`src/hdl/assert_macros.svh`:
```
// Assertion macros for the key search core.
// No dependencies; included by modules that carry assertions.
`ifndef ASSERT_MACROS_SVH
`define ASSERT_MACROS_SVH
`ifndef SYNTHESIS
`define ASSERT_IMPL(label, clk, rst_n, prop) \
  label: assert property (@(posedge clk) disable iff (!rst_n) prop) else $error("assert failed");
`define ASSERT_NORST(label, clk, prop) \
  label: assert property (@(posedge clk) prop) else $error("assert failed");
`else
`define ASSERT_IMPL(label, clk, rst_n, prop)
`define ASSERT_NORST(label, clk, prop)
`endif
`endif

```
`src/hdl/aesks_pkg.sv`:
```
// Package for the AES-128 key search core: types, S-box, round helpers.
// No dependencies.
`default_nettype none
package aesks_pkg;
  localparam int unsigned NumRounds = 10;
  localparam int unsigned IdxW = 2;
  localparam logic [IdxW-1:0] RegPtHi = 2'd0;
  localparam logic [IdxW-1:0] RegPtLo = 2'd1;
  localparam logic [IdxW-1:0] RegTgHi = 2'd2;
  localparam logic [IdxW-1:0] RegTgLo = 2'd3;

  typedef logic [127:0] blk_t;

  // side info that travels with each item
  typedef struct packed {
    logic         stop;
    logic         last_key;
    logic [127:0] key;
  } tag_t;

  localparam logic [7:0] SBOX [256] = '{
    8'h63,8'h7c,8'h77,8'h7b,8'hf2,8'h6b,8'h6f,8'hc5,8'h30,8'h01,8'h67,8'h2b,8'hfe,8'hd7,8'hab,8'h76,
    8'hca,8'h82,8'hc9,8'h7d,8'hfa,8'h59,8'h47,8'hf0,8'had,8'hd4,8'ha2,8'haf,8'h9c,8'ha4,8'h72,8'hc0,
    8'hb7,8'hfd,8'h93,8'h26,8'h36,8'h3f,8'hf7,8'hcc,8'h34,8'ha5,8'he5,8'hf1,8'h71,8'hd8,8'h31,8'h15,
    8'h04,8'hc7,8'h23,8'hc3,8'h18,8'h96,8'h05,8'h9a,8'h07,8'h12,8'h80,8'he2,8'heb,8'h27,8'hb2,8'h75,
    8'h09,8'h83,8'h2c,8'h1a,8'h1b,8'h6e,8'h5a,8'ha0,8'h52,8'h3b,8'hd6,8'hb3,8'h29,8'he3,8'h2f,8'h84,
    8'h53,8'hd1,8'h00,8'hed,8'h20,8'hfc,8'hb1,8'h5b,8'h6a,8'hcb,8'hbe,8'h39,8'h4a,8'h4c,8'h58,8'hcf,
    8'hd0,8'hef,8'haa,8'hfb,8'h43,8'h4d,8'h33,8'h85,8'h45,8'hf9,8'h02,8'h7f,8'h50,8'h3c,8'h9f,8'ha8,
    8'h51,8'ha3,8'h40,8'h8f,8'h92,8'h9d,8'h38,8'hf5,8'hbc,8'hb6,8'hda,8'h21,8'h10,8'hff,8'hf3,8'hd2,
    8'hcd,8'h0c,8'h13,8'hec,8'h5f,8'h97,8'h44,8'h17,8'hc4,8'ha7,8'h7e,8'h3d,8'h64,8'h5d,8'h19,8'h73,
    8'h60,8'h81,8'h4f,8'hdc,8'h22,8'h2a,8'h90,8'h88,8'h46,8'hee,8'hb8,8'h14,8'hde,8'h5e,8'h0b,8'hdb,
    8'he0,8'h32,8'h3a,8'h0a,8'h49,8'h06,8'h24,8'h5c,8'hc2,8'hd3,8'hac,8'h62,8'h91,8'h95,8'he4,8'h79,
    8'he7,8'hc8,8'h37,8'h6d,8'h8d,8'hd5,8'h4e,8'ha9,8'h6c,8'h56,8'hf4,8'hea,8'h65,8'h7a,8'hae,8'h08,
    8'hba,8'h78,8'h25,8'h2e,8'h1c,8'ha6,8'hb4,8'hc6,8'he8,8'hdd,8'h74,8'h1f,8'h4b,8'hbd,8'h8b,8'h8a,
    8'h70,8'h3e,8'hb5,8'h66,8'h48,8'h03,8'hf6,8'h0e,8'h61,8'h35,8'h57,8'hb9,8'h86,8'hc1,8'h1d,8'h9e,
    8'he1,8'hf8,8'h98,8'h11,8'h69,8'hd9,8'h8e,8'h94,8'h9b,8'h1e,8'h87,8'he9,8'hce,8'h55,8'h28,8'hdf,
    8'h8c,8'ha1,8'h89,8'h0d,8'hbf,8'he6,8'h42,8'h68,8'h41,8'h99,8'h2d,8'h0f,8'hb0,8'h54,8'hbb,8'h16
  };

  localparam logic [7:0] RCON [NumRounds] = '{
    8'h01,8'h02,8'h04,8'h08,8'h10,8'h20,8'h40,8'h80,8'h1b,8'h36
  };

  // byte i sits at bits [127-8i -: 8]
  function automatic logic [7:0] get_b(input blk_t b, input int unsigned i);
    get_b = b[127-8*i -: 8];
  endfunction

  function automatic logic [7:0] xtime(input logic [7:0] a);
    xtime = {a[6:0], 1'b0} ^ (a[7] ? 8'h1b : 8'h00);
  endfunction

  function automatic blk_t next_rk(input blk_t rk, input logic [7:0] rc);
    logic [31:0] w0, w1, w2, w3, t;
    w0 = rk[127:96]; w1 = rk[95:64]; w2 = rk[63:32]; w3 = rk[31:0];
    t = {SBOX[w3[23:16]] ^ rc, SBOX[w3[15:8]], SBOX[w3[7:0]], SBOX[w3[31:24]]};
    w0 = w0 ^ t;
    w1 = w1 ^ w0;
    w2 = w2 ^ w1;
    w3 = w3 ^ w2;
    next_rk = {w0, w1, w2, w3};
  endfunction

  function automatic blk_t enc_round(input blk_t s, input blk_t rk, input logic mix);
    logic [7:0] t [16];
    logic [7:0] a0, a1, a2, a3, all;
    blk_t o;
    for (int c = 0; c < 4; c++) begin
      for (int r = 0; r < 4; r++) begin
        t[r+4*c] = SBOX[get_b(s, r + 4*((c + r) % 4))];
      end
    end
    if (mix) begin
      for (int c = 0; c < 4; c++) begin
        a0 = t[4*c]; a1 = t[4*c+1]; a2 = t[4*c+2]; a3 = t[4*c+3];
        all = a0 ^ a1 ^ a2 ^ a3;
        t[4*c]   = a0 ^ all ^ xtime(a0 ^ a1);
        t[4*c+1] = a1 ^ all ^ xtime(a1 ^ a2);
        t[4*c+2] = a2 ^ all ^ xtime(a2 ^ a3);
        t[4*c+3] = a3 ^ all ^ xtime(a3 ^ a0);
      end
    end
    for (int i = 0; i < 16; i++) begin
      o[127-8*i -: 8] = t[i];
    end
    enc_round = o ^ rk;
  endfunction
endpackage
`default_nettype wire

```
`src/hdl/aesks_tally.sv`:
```
// Final stage: ciphertext compare, run counter, output register.
// Depends on aesks_pkg and assert_macros.svh.
`default_nettype none
`include "assert_macros.svh"
module aesks_tally (
  input  wire logic                 clk_i,
  input  wire logic                 rst_ni,
  input  wire logic                 adv_i,
  input  wire logic                 take_i,
  input  wire logic                 vld_i,
  input  wire aesks_pkg::blk_t      ct_i,
  input  wire aesks_pkg::blk_t      target_i,
  input  wire aesks_pkg::tag_t      tag_i,
  output logic                      vld_o,
  output logic                      match_o,
  output logic                      done_res_o,
  output logic [127:0]              found_key_o,
  output logic [63:0]               key_count_o
);
  logic          vld_q, match_q, done_q;
  logic [127:0]  found_q;
  logic [63:0]   tried_q, tried_d, cnt_q, cnt_d, inc;
  logic          hit, load;

  assign load = adv_i && vld_i;
  assign inc  = (cnt_q == '1) ? cnt_q : cnt_q + 64'd1;

  always_comb begin
    hit     = !tag_i.stop && (ct_i == target_i);
    tried_d = tag_i.stop ? cnt_q : inc;
    cnt_d   = (tag_i.stop || hit || tag_i.last_key) ? 64'd0 : inc;
  end

  always_ff @(posedge clk_i or negedge rst_ni) begin
    if (!rst_ni) begin
      vld_q <= 1'b0;
      cnt_q <= '0;
    end else begin
      if (adv_i) vld_q <= vld_i;
      else if (take_i) vld_q <= 1'b0;
      if (load) cnt_q <= cnt_d;
    end
  end

  always_ff @(posedge clk_i) begin
    if (load) begin
      match_q <= hit;
      done_q  <= hit || tag_i.stop || tag_i.last_key;
      found_q <= hit ? tag_i.key : 128'd0;
      tried_q <= tried_d;
    end
  end

  assign vld_o        = vld_q;
  assign match_o      = match_q;
  assign done_res_o   = done_q;
  assign found_key_o  = found_q;
  assign key_count_o  = tried_q;

  `ASSERT_IMPL(a_match_done, clk_i, rst_ni, vld_q && match_q |-> done_q)
  `ASSERT_IMPL(a_cnt_clear, clk_i, rst_ni, $past(load) && done_q |-> cnt_q == 64'd0)
  `ASSERT_IMPL(a_hold, clk_i, rst_ni, !adv_i && !take_i |=> $stable(cnt_q))
endmodule
`default_nettype wire

```
`config.mk`:
```
export PLATFORM = sky130hd
export DESIGN_NAME = aesks_tally
export DESIGN_NICKNAME = d
export VERILOG_FILES = /design/src/hdl/aesks_pkg.sv /design/src/hdl/aesks_tally.sv
export VERILOG_INCLUDE_DIRS = /design/src /design/src/hdl
export SDC_FILE = /design/constraint.sdc
export NUM_CORES = 1
export LEC_CHECK = 0
export ABC_AREA = 1
export BUFFER_PORTS_ARGS = -buffer_cell sky130_fd_sc_hd__clkbuf_2
export CORE_AREA = 2 2 227 229
export DETAILED_ROUTE_END_ITERATION = 10
export DIE_AREA = 0 0 229 231
export PLACE_DENSITY = 0.6
export SYNTH_ARGS = -nofsm -noshare
export SYNTH_HDL_FRONTEND = slang
export SYNTH_SLANG_ARGS = --single-unit
```
`constraint.sdc`:
```
create_clock -name clk_i -period 2.8 [get_ports clk_i]
set_input_delay 0.28 -clock clk_i [delete_from_list [all_inputs] [get_ports clk_i]]
set_output_delay 0.28 -clock clk_i [all_outputs]
set_load 0.02 [all_outputs]
```
* After elaboration in Yosys (flattened, before gate mapping) *
Cells that the tools add are included.
Widths: inputs -> output; s select.

word-level totals
  output and inout bits = 195
  register bits = 259
  bits of input ports = 391
  logic and storage cells = 20

operators by class
  multiplexer cells = 5
  eq/ne operators = 2
  reduce and logical (&&, ||, !) cells = 6
  add/subtract/negate cells = 1

operators with widths
  cell                   count
  $mux 64                3
  $eq 128x128->1         1
  $add 64x1->64 const B  1
  $eq 64x64->1 const B   1
  $logic_and 1x1->1      2
  $logic_or 1x1->1       2
  $mux 1                 2
  $reduce_bool 2->1      1
  $logic_not 1->1        1

* Depth between registers and ports, before layout *
  depth after elaboration = 5
  mapped depth = 14
  gate-level depth less buffers = 12

* Least setup slack after synthesis *
No wires, ideal clock.

  kind = input -> register
  start point = input vld_i
  end point = register done_q, in the netlist done_res_o, enable pin
  buffers on the path = 1
  stages on the path = 3
  path slack = -3689 ps
  setup time = 636 ps
  required time = 2164 ps
  arrival = 5854 ps
  cell sequence = nand2_1 > inv_1 > clkbuf_1

on the way
  cells in the longest elaborated chain, start to end = 1

RTL lines
  item                  RTL line           source
  from (decl)           aesks_tally.sv:10  input wire logic vld_i,
  $logic_and 1x1->1     aesks_tally.sv:25  assign load = adv_i && vld_i;
  named net load        aesks_tally.sv:23  logic hit, load;
  to (signal assigned)  aesks_tally.sv:48  done_q <= hit || tag_i.stop || tag_i.last_key;
  to (decl)             aesks_tally.sv:20  logic vld_q, match_q, done_q;

The timed path passes the listed nets, and every way through them passes these cells.
A chain may end at the register's enable or synchronous reset.

* Worst setup path in the final report *
  start point = register cnt_q[0]
  end point = register tried_q[31], in the netlist key_count_o[31] (data pin)

on the way
  cells in the longest elaborated chain, start to end = 3
  elaborated cells on any way between the ends = 4
  classes of those cells = add/sub (1); eq/ne (1); mux (2)

RTL lines
  item                                                  RTL line           source
  from (decl)                                           aesks_tally.sv:22  logic [63:0] tried_q, tried_d, cnt_q, cnt_d, inc;
  from (signal assigned)                                aesks_tally.sv:41  if (load) cnt_q <= cnt_d;
  $add 64x1->64 / $eq 64x64->1 (equally long branches)  aesks_tally.sv:26  assign inc = (cnt_q == '1) ? cnt_q : cnt_q + 64'd1;
  $mux 64 *                                             aesks_tally.sv:26
  $mux 64 *                                             aesks_tally.sv:30  tried_d = tag_i.stop ? cnt_q : inc;
  named net tried_d[31]                                 aesks_tally.sv:22
  to (signal assigned)                                  aesks_tally.sv:50  tried_q <= tried_d;
  to (decl)                                             aesks_tally.sv:22

The timed path passes the listed nets; every way through them passes the cells marked *.

==> run_results.csv <==
group,metric,value,unit
synth,netlist_area,0.0144,mm²
setup_path,crit_start,"cnt_q[0]$_DFFE_PN0P_",
placed_design,io_buffers,585,
setup_path,crit_path_max_fanout,28,
timing,slew_headroom,40.2,%
power_and_ir_drop,p_switching,2.48,mW
die,io_pins,586,
layout,area_growth,37.3,%
synth,ys_seq_elements,259,
timing,layout_worst_path_cycle_share,92.8,%
power_and_ir_drop,p_per_area,472,mW/mm²
power_and_ir_drop,leakagePower,9.21,nW
detailed_routing,wl_per_cell,22.6,µm
synth,yosysTopAreaCellShare,40.4,%
layout,drive_above_1_share,29.0,%
placed_design,dp_hpwl,57900,µm
grt,grt_usage,26.3,%
synth,syn-num-nets,2173,
detailed_routing,vias_per_cell,4.66,
grt,antenna_found_initial,14,
power_and_ir_drop,switching_share,26.6,%
power_and_ir_drop,power_frac_comb,13.4,%
timing,holdWs,0.0138,ns
die,dieArea,0.0529,mm²
clocking,clock_sinks,259,
setup_path,reg2reg_from,"cnt_q[0]$_DFFE_PN0P_",
clocking,numCtsBuffers,31,
placed_design,place_ws,0.301,ns
synth,synth_cells,1781,
die,core-area,0.0507,mm²
placed_design,place_congestion,0.983,
detailed_routing,drtIter0Drc,1125,
timing,rsz0062_at_grt,"false",
synth,synthArstFlopShare,25.1,%
status,outcome,"completed",
die,initial_core_util,28.4,%
synth,synth_enable_flop_cells,194,
grt,gr-total-overflow,0,
detailed_routing,first_pass_iters,6,
power_and_ir_drop,p_clk_share,40.4,%
synth,yosys_warnings,0,
clocking,cts-root-buf,"clkbuf_16",
power_and_ir_drop,seqPwrFrac,46.2,%
detailed_routing,vias,14600,
die,die_w,229,µm
synth,synth_cell_types,26,
synth,synthTopCellsByArea,"edfxtp_1, nand2_1, dfrtp_1, nor2_1, xnor2_1",
timing,setup_violations,0,
hold_path,worstHoldStart,"tag_i[51]",
timing,finalCriticalPeriod,2.60,ns
setup_path,critPathCaptureType,"register",
timing,setup_ws,0.201,ns
setup_path,crit_type,"reg -> reg",
detailed_routing,final_antenna_net_count,0,
die,die_height,231,µm
synth,syn-mean-instance-area,8.09,µm²
clocking,postCtsSetupRepairBufs,0,
power_and_ir_drop,max-vdd-ir-drop,0.431,mV
synth,synthTopCellsByCount,"nand2_1, nor2_1, inv_1",
synth,ys_seq_area_share,51.7,%
timing,tightest_slew,0.896,ns
clocking,clkLatencyLatePin,0.60,ns
synth,synth_top_cell_by_area,"edfxtp_1",
layout,layout.nets,2818,
timing,tns,0,ns
grt,grt_first_pass_wirelength,101000,µm
timing,fmaxAchievable,385,MHz
setup_path,required,3.17,ns
clocking,cts-resized-gates,0,
grt,grt_pass1_vias,14600,
synth,synth_most_common_cell,"nand2_1",
detailed_routing,remaining_drc_errors,0,
timing,final-hold-violation-count,0,
clocking,htreeDepth,1,
die,row_count,83,
grt,grt_max_degree,130,
setup_path,cp.arrival,2.97,ns
timing,finClkSkew,0.0373,ns
setup_path,critPathLaunchType,"register",
flow_run,maxCapViolCount,0,
power_and_ir_drop,p_int,6.85,mW
clocking,clk_pin_slew,0.06,ns
timing,finalMaxSlewViolations,0,
clocking,cts_tree,"done",
synth,ys.flop_type,"edfxtp_1",
hold_path,hold_path_class,"in -> reg",
clocking,clockBufferDepth,3,
detailed_routing,drt_wl_total,70900,µm
[per-stage QoR]
step | power (mW) | utilization [%] | cell area [µm²] | cells
2_1_floorplan | 4.92 | - | 14400 | 1781
3_3_place_gp | 5.60 | 36.4 | 18500 | 3033
3_5_place_dp | 5.61 | 36.4 | 18500 | 3033
4_1_cts | 9.42 | 39.0 | 19800 | 3129
5_1_grt | 9.69 | 39.0 | 19800 | 3136
6_report | 9.34 | 39.0 | 19800 | 3140
[kinds of logic (layout without fill, tap and decap cells)]
logic type | count (synthesis) | after routing | synth area share (%)
and+or+nand+nor | 1032 | 1032 | 30.3
buffers and inverters | 299 | 967 | 8.01
DFF | 259 | 259 | 51.7
xor gates and xnor gates | 123 | 123 | 7.48
AOI/OAI and AO/OA | 67 | 67 | 2.39
adders and majority gates | 1 | 1 | 0.0868
other | 0 | 11 | 0
[sequential cells by signal, summed over array words and instances (netlist names)]
| name | flops |
|---|---|
| key_count_o | 64 |
| found_key_o | 128 |
| done_res_o | 1 |
| match_o | 1 |
| cnt_q | 64 |
| vld_o | 1 |
[worst paths after layout]
check / endpoint / slack (ns) / depth (start not counted)
min in group asynchronous: cnt_q[46]$_DFFE_PN0P_ / 0.14 / 2
max in group asynchronous: cnt_q[59]$_DFFE_PN0P_ / 1.99 / 3
worst max register to register: key_count_o[31]$_DFFE_PP_ / 0.20 / 11
worst min-delay path: found_key_o[51]$_SDFFCE_PN0P_ / 0.01 / 3
worst max-delay path: key_count_o[31]$_DFFE_PP_ / 0.20 / 11
worst min register to register: vld_o$_DFFE_PN0P_ / 0.51 / 2
[layer usage]
| metal | track usage (%) | wire length [µm] | up-vias |
|---|---|---|---|
| met4 | 12.7 | 3740 | 4 |
| li1 | - | - | 6951 |
| met2 | 46.2 | 35400 | 618 |
| met1 | 31.0 | 27200 | 6961 |
| met5 | 0 | 21 | - |
| met3 | 4.79 | 4550 | 110 |
[power by group through the flow]
stage	Clock [mW]	Sequential [mW]	Combinational, mW
finish	3.78	4.31	1.25
global route	4.01	4.32	1.36
CTS	3.83	4.31	1.28
detailed placement	0	4.39	1.22
global placement	0	4.39	1.21
floorplan	0	4.56	0.360
[final cells by class]
type,instances,area [µm²]
diodes,11,27.5
clock buffers,37,798
clock inverters,19,111
fillers,5343,30900
inverters,236,893
multi-input cells,1223,5830
flip-flops and latches,259,7450
well taps,680,851
repair buffers,675,3830
[placed cells by master (no fill, tap or decap), drive strengths merged]
cell and n:
o21ai 60, clkinv 16, buf 50, clkbuf 622
a31oi 7, ha 1, and2 7, dlygate4sd3 40
edfxtp 194, xor2 5, or2 13, nor3 8
nand3b 1, diode 11, nand4 88, inv 237
dfrtp 65, xnor2 118, nor2 299, bufinv 1
nand3 92, nand2 524, clkinvlp 1
[worst max-delay path: stages (launching register included)]
cell	delay [ns]
dfrtp_1	0.48
ha_1	0.24
inv_2	0.08
nor2_4	0.14
nand2_4	0.09
nor2_4	0.13
nand2_2	0.07
nand3b_4	0.48
buf_12	0.34
nand3_2	0.08
nand2_1	0.04
o21ai_0	0.16
[repair_timing]
| item | 4_1_cts | 5_1_grt |
|---|---|---|
| hold endpoints to repair | 83 | 0 |
| endpoints found under the setup margin | 0 | 0 |
| hold buffers | 40 | 0 |
(Power assumes the default switching activity.)
